$ cat config.mk
export PLATFORM = sky130hd
export DESIGN_NAME = edd_update
export DESIGN_NICKNAME = d
export VERILOG_FILES = /design/src/hw/rtl/edd_pkg.sv /design/src/hw/rtl/edd_update.sv
export SDC_FILE = /design/constraint.sdc
export NUM_CORES = 1
export LEC_CHECK = 0
export BUFFER_PORTS_ARGS = -buffer_cell sky130_fd_sc_hd__buf_4
export CORE_MARGIN = 2
export CORE_UTILIZATION = 33
export CTS_BUF_LIST = sky130_fd_sc_hd__clkbuf_8
export DETAILED_ROUTE_END_ITERATION = 6
export PLACE_DENSITY = 0.5
export SYNTH_ARGS = -nofsm -noshare
export SYNTH_HDL_FRONTEND = slang
export SYNTH_SLANG_ARGS = --single-unit
$ cat constraint.sdc
create_clock -name clock -period 21.8 [get_ports clock]
set_input_delay 2.18 -clock clock [delete_from_list [all_inputs] [get_ports clock]]
set_output_delay 2.18 -clock clock [all_outputs]
set_load 0.05 [all_outputs]
$ cat src/hw/rtl/edd_pkg.sv
// ----------------------------------------------------------------------------
// edd_pkg
// Shared types and constants of the RGB565 error-diffusion ditherer.
// ----------------------------------------------------------------------------
package edd_pkg;

   // register indexes of the configuration port
   localparam logic [0:0] REG_FRAME_WIDTH  = 1'b0;
   localparam logic [0:0] REG_FRAME_HEIGHT = 1'b1;

   // transaction modes
   localparam logic MODE_PIXEL = 1'b0;
   localparam logic MODE_FLUSH = 1'b1;

   // color indexes
   localparam logic [2:0] COL_BLACK  = 3'd0;
   localparam logic [2:0] COL_BLUE   = 3'd1;
   localparam logic [2:0] COL_GREEN  = 3'd2;
   localparam logic [2:0] COL_RED    = 3'd3;
   localparam logic [2:0] COL_YELLOW = 3'd4;
   localparam logic [2:0] COL_WHITE  = 3'd5;

   // palette as RGB565
   function automatic logic [15:0] palette(input logic [2:0] idx);
      logic [15:0] p;
      case (idx)
         COL_BLACK:  p = 16'h0000;
         COL_BLUE:   p = 16'h001F;
         COL_GREEN:  p = 16'h07E0;
         COL_RED:    p = 16'hF800;
         COL_YELLOW: p = 16'hFFE0;
         COL_WHITE:  p = 16'hFFFF;
         default:    p = 16'h0000;
      endcase
      return p;
   endfunction

   // nearest palette color; ties broken by parity of x+y
   function automatic logic [2:0] choose_color(input logic [15:0] px, input logic odd);
      logic [4:0] r;
      logic [5:0] g;
      logic [4:0] b;
      logic [2:0] c;
      r = px[15:11];
      g = px[10:5];
      b = px[4:0];
      if (r < 5'd16) begin
         if (g < 6'd32) c = (b < 5'd16) ? COL_BLACK : COL_BLUE;
         else if (b < 5'd16) c = COL_GREEN;
         else if (g[5:1] > b) c = COL_GREEN;
         else if (g[5:1] == b) c = odd ? COL_BLUE : COL_GREEN;
         else c = COL_BLUE;
      end else if (g < 6'd32) begin
         if (b < 5'd16) c = COL_RED;
         else if (r > b) c = COL_RED;
         else if (r == b) c = odd ? COL_BLUE : COL_RED;
         else c = COL_BLUE;
      end else begin
         c = (b < 5'd16) ? COL_YELLOW : COL_WHITE;
      end
      return c;
   endfunction

   // error times weight over 16, truncated toward zero
   function automatic logic signed [6:0] share(input logic signed [6:0] e,
                                               input logic [2:0] q);
      logic signed [10:0] p;
      logic signed [10:0] a;
      p = e * $signed({1'b0, q});
      a = (p < 0) ? -p : p;
      a = a >>> 4;
      return (p < 0) ? -a[6:0] : a[6:0];
   endfunction

   // control passed from sequencer to the update unit
   typedef struct packed {
      logic              start;
      logic [2:0]        weight;
      logic signed [6:0] er;
      logic signed [6:0] eg;
      logic signed [6:0] eb;
   } upd_ctl_type;

endpackage

$ cat src/hw/rtl/edd_update.sv
// ----------------------------------------------------------------------------
// edd_update
// Adds a weighted error share to a stored pixel, rescales overflow and
// clamps; multi-cycle rescale divides by the largest channel.
// ----------------------------------------------------------------------------
module edd_update (
   input  logic                clock,
   input  logic                reset,
   input  edd_pkg::upd_ctl_type ctl,
   input  logic [15:0]         px,
   output logic                done,
   output logic [15:0]         result
);

   localparam logic [1:0] ST_IDLE = 2'd0;
   localparam logic [1:0] ST_ADD  = 2'd1;
   localparam logic [1:0] ST_DIV  = 2'd2;

   logic [1:0]         state_ff, state_in;
   logic signed [8:0]  r_ff, r_in, g_ff, g_in, b_ff, b_in;
   logic [2:0]         w_ff;
   logic signed [6:0]  er_ff, eg_ff, eb_ff;
   // divider: three quotients computed bit-serially
   logic [12:0]        nr_ff, nr_in, ng_ff, ng_in, nb_ff, nb_in;
   logic [7:0]         m_ff, m_in;
   logic [13:0]        rr_ff, rr_in, rg_ff, rg_in, rb_ff, rb_in;
   logic [3:0]         cnt_ff, cnt_in;
   logic               done_ff, done_in;
   logic [15:0]        res_ff, res_in;

   logic signed [8:0]  sr, sg, sb, gh, mx;
   logic [13:0]        tr, tg, tb;
   logic [8:0]         m2;

   function automatic logic [15:0] pack(input logic signed [8:0] r,
                                        input logic signed [8:0] g,
                                        input logic signed [8:0] b);
      logic [4:0] cr, cb;
      logic [5:0] cg;
      cr = (r < 0) ? 5'd0 : (r > 31) ? 5'd31 : r[4:0];
      cg = (g < 0) ? 6'd0 : (g > 63) ? 6'd63 : g[5:0];
      cb = (b < 0) ? 5'd0 : (b > 31) ? 5'd31 : b[4:0];
      return {cr, cg, cb};
   endfunction

   always_comb begin
      state_in = state_ff;
      r_in = r_ff; g_in = g_ff; b_in = b_ff;
      nr_in = nr_ff; ng_in = ng_ff; nb_in = nb_ff;
      m_in = m_ff; rr_in = rr_ff; rg_in = rg_ff; rb_in = rb_ff;
      cnt_in = cnt_ff;
      done_in = 1'b0;
      res_in = res_ff;
      sr = r_ff + 9'(edd_pkg::share(er_ff, w_ff));
      sg = g_ff + 9'(edd_pkg::share(eg_ff, w_ff));
      sb = b_ff + 9'(edd_pkg::share(eb_ff, w_ff));
      gh = sg >>> 1;
      mx = sr;
      if (gh > mx) mx = gh;
      if (sb > mx) mx = sb;
      if (mx < 1) mx = 9'sd1;
      m2 = {m_ff, 1'b0};
      tr = {rr_ff[12:0], nr_ff[12]};
      tg = {rg_ff[12:0], ng_ff[12]};
      tb = {rb_ff[12:0], nb_ff[12]};
      case (state_ff)
         ST_IDLE: begin
            if (ctl.start) begin
               r_in = $signed({4'd0, px[15:11]});
               g_in = $signed({3'd0, px[10:5]});
               b_in = $signed({4'd0, px[4:0]});
               state_in = ST_ADD;
            end
         end
         // add share; overflow goes to the divider
         ST_ADD: begin
            if (sr > 31 || sg > 63 || sb > 31) begin
               // only positive channels can carry value after rescale
               nr_in = (sr < 0) ? 13'd0 : 13'(sr) * 13'd31;
               ng_in = (sg < 0) ? 13'd0 : 13'(sg) * 13'd63;
               nb_in = (sb < 0) ? 13'd0 : 13'(sb) * 13'd31;
               m_in = mx[7:0];
               rr_in = '0; rg_in = '0; rb_in = '0;
               cnt_in = 4'd13;
               state_in = ST_DIV;
            end else begin
               res_in = pack(sr, sg, sb);
               done_in = 1'b1;
               state_in = ST_IDLE;
            end
         end
         // restoring division, one bit per cycle
         ST_DIV: begin
            nr_in = {nr_ff[11:0], 1'b0};
            ng_in = {ng_ff[11:0], 1'b0};
            nb_in = {nb_ff[11:0], 1'b0};
            if (tr >= {6'd0, m_ff}) begin rr_in = tr - {6'd0, m_ff}; nr_in[0] = 1'b1; end
            else rr_in = tr;
            if (tg >= {5'd0, m2}) begin rg_in = tg - {5'd0, m2}; ng_in[0] = 1'b1; end
            else rg_in = tg;
            if (tb >= {6'd0, m_ff}) begin rb_in = tb - {6'd0, m_ff}; nb_in[0] = 1'b1; end
            else rb_in = tb;
            cnt_in = cnt_ff - 4'd1;
            if (cnt_ff == 4'd1) begin
               res_in = pack($signed({1'b0, nr_in[7:0]}), $signed({1'b0, ng_in[7:0]}),
                             $signed({1'b0, nb_in[7:0]}));
               done_in = 1'b1;
               state_in = ST_IDLE;
            end
         end
         default: state_in = ST_IDLE;
      endcase
   end

   always_ff @(posedge clock) begin
      if (reset) begin
         state_ff <= ST_IDLE;
         done_ff  <= 1'b0;
      end else begin
         state_ff <= state_in;
         done_ff  <= done_in;
      end
      r_ff <= r_in; g_ff <= g_in; b_ff <= b_in;
      nr_ff <= nr_in; ng_ff <= ng_in; nb_ff <= nb_in;
      m_ff <= m_in; rr_ff <= rr_in; rg_ff <= rg_in; rb_ff <= rb_in;
      cnt_ff <= cnt_in;
      res_ff <= res_in;
      if (ctl.start) begin
         w_ff <= ctl.weight; er_ff <= ctl.er; eg_ff <= ctl.eg; eb_ff <= ctl.eb;
      end
   end

   assign done   = done_ff;
   assign result = res_ff;

endmodule

==> qor.csv <==
metric;value;unit
holdBufCountCts;0;
cts.repair.resized;0;
worstPathMaxFanout;21;
regToRegStartpoint;w_ff[1];
drc;0;
core.rowCount;78;
synthFlopType;edfxtp_1;
antennaDiodeCount;0;
cts_setup_buffers;0;
die_h;219;um
synth_top_cell_by_area;edfxtp_1;
rrSetupSlack;10950;ps
fin_skew;16.3;ps
outcome;finished, final reports clean;
startpoint;w_ff[1];
port_buffers;59;
fin_nets;1938;
synth_nets;1887;
reg2reg_depth;37;
overflow;0;
grt_pass1_wl;54900;um
cts_sinks;149;
antenna_left;0;
cp-start-kind;flop;
syn_inst;1564;
synth_area;15300;sq um
wl;32900;um
drive_gt1_share;7.86;%
fill_cells;4601;
root_buffer;clkbuf_8;
clk_latency;500;ps
hold_viol;0;
async_flop_share;0;%
synth.distinct_cells;83;
die_w;219;um
worst_slew_pin_slew;1030;ps
finalCriticalPeriod;10850;ps
synth_top_area_share;28.7;%
max_clock_freq;0.0921;GHz
clockBufferDepth;2;
crit_top_cell;ha_1;
firstDrtPassIters;5;
synth-seq-cells;149;
tritoncts;done;
min_from;ng_ff[8];
track_usage;14.3;%
cp.required;22050;ps
critPathSlowestCell;a21oi_1;
yosysSeqAreaShare;29.1;%
synth-edff-count;146;
finalSetupViolCount;0;
slew_headroom;31.1;%
vias;10761;
cts.reportedPaths.clkPinSlew;90;ps
h-tree-depth;4;
detail_route.wl_per_cell;14.8;um
crit_type;reg2reg;
viasPerCell;4.83;
first_global_vias;11008;
syn_to_final_growth;9.97;%
maxCapViolations;0;
io-pin-count;60;
yosysWarnings;0;
synth_area_leaders;edfxtp_1 29%, ha_1 16%, fa_1 12%, inv_1 6.0%, xnor2_1 4.2%;
setup_tns;0;ps
avgSynthCellArea;9.78;sq um
antenna_found_initial;0;
min_to;ng_ff[9];
slowest_delay;810;ps
dieArea;48100;sq um
rr_endpoint;m_ff[0];
worst_ep_arrival_time;11110;ps
cp-end-kind;flop;
rsz0062_at_grt;no;
dp_hpwl;26200;um
drtIter0Drc;571;
cts_made_buffers;17;
coreArea;45600;sq um
layout_worst_path_cycle_share;49.8;%
grt_max_degree;91;
slew_violations;0;
place_congestion;0.834;
start_util;33.6;%
hold_depth;2;
hold_class;reg2reg;
final cells by class:
cell class	count	area (sq um)	area share (%)
inverters	246	923	5.49
multi-input cells	1137	9830	58.5
clock buffers	17	234	1.39
clock inverters	15	153	0.908
flip-flops and latches	149	4440	26.4
repair buffers	64	480	2.86
well taps	600	751	4.46
through the flow:
| stage | cells | worst slack, ps | cell area (sq um) | util (%) | hold WS, ps |
|---|---|---|---|---|---|
| 5_1_grt | 2228 | 9970 | 16800 | 36.9 | 566 |
| 3_3_place_gp | 2196 | 11260 | 16400 | 36.0 | 506 |
| 4_1_cts | 2228 | 10980 | 16800 | 36.9 | 536 |
| 3_5_place_dp | 2196 | 11040 | 16400 | 36.0 | 515 |
| 2_1_floorplan | 1564 | 10950 | 15300 | - | 498 |
| 6_report | 2228 | 10950 | 16800 | 36.9 | 532 |
Yosys cell counts, drive strengths merged, types with 26 or more instances:
library cell / n
inv: 246
nor2b: 35
and2: 62
ha: 192
xor2: 37
nand2: 121
edfxtp: 146
clkbuf: 27
fa: 88
a21oi: 60
o31ai: 26
o21ai: 57
mux2i: 30
nor2: 62
a21o: 32
xnor2: 74
worst max-delay path by stage:
stage | to
CTS | m_ff[0]
global placement | m_ff[0]
detailed placement | m_ff[0]
global route | m_ff[0]
finish | m_ff[0]
floorplan | cnt_ff[0]
cells in the final DEF (no fill, tap or decap), drive strengths merged, types with 8 or more instances in the layout:
cell type,count
fa,88
and2,62
buf,64
o31ai,26
nor2b,35
clkbuf,17
a31oi,8
nand3,18
o211ai,10
nor3,16
o21a,9
nand4,10
and3,11
nand2b,18
o21ai,57
nand2,121
or3,11
nor4,9
ha,192
xor2,37
a211oi,12
a21boi,17
edfxtp,146
a21oi,60
xnor2,74
inv,251
o21bai,13
a21o,32
nor2,62
mux2i,30
kinds of logic (layout without fill, tap and decap cells):
kind of cell | after synthesis | count (layout) | synth area share, %
simple gates | 408 | 408 | 13.8
compound gates | 300 | 300 | 13.8
fa+ha+maj | 281 | 281 | 27.3
buf+inv | 278 | 342 | 6.83
flops | 149 | 149 | 29.1
xor+xnor | 112 | 112 | 6.65
mux | 35 | 35 | 2.50
other cells | 1 | 1 | 0.0245
sequential cells by signal, summed over array words and instances, names as in the netlist, 6 cells and up:
signal	flops
nr_ff	13
rb_ff	13
er_ff	7
m_ff	8
g_ff	6
rg_ff	13
rr_ff	13
eg_ff	7
nb_ff	13
result	16
ng_ff	13
eb_ff	7
metal layers:
layer  up-vias  global-route usage, %  part of all wire, %
met5         -                      0                    0
met3        28                   2.15                  2.3
li1       5503                      -                    -
met2       131                   22.8                   44
met4         0                   4.32                  1.8
met1      5099                   19.9                   52
worst max-delay path: cells and delay by family (launching register included):
kind                       cells  cell delay [ps]
AOI/OAI and AO/OA             18             4120
xor gates and xnor gates       4             1320
adders and majority gates      7             2570
buffers and inverters          2              150
DFF                            1              620
muxes                          2              780
and+or+nand+nor                4             1070
Power is left out: the tool's default activity adds up to more than one toggle a clock period on the data nets, which glitch-free logic cannot reach.
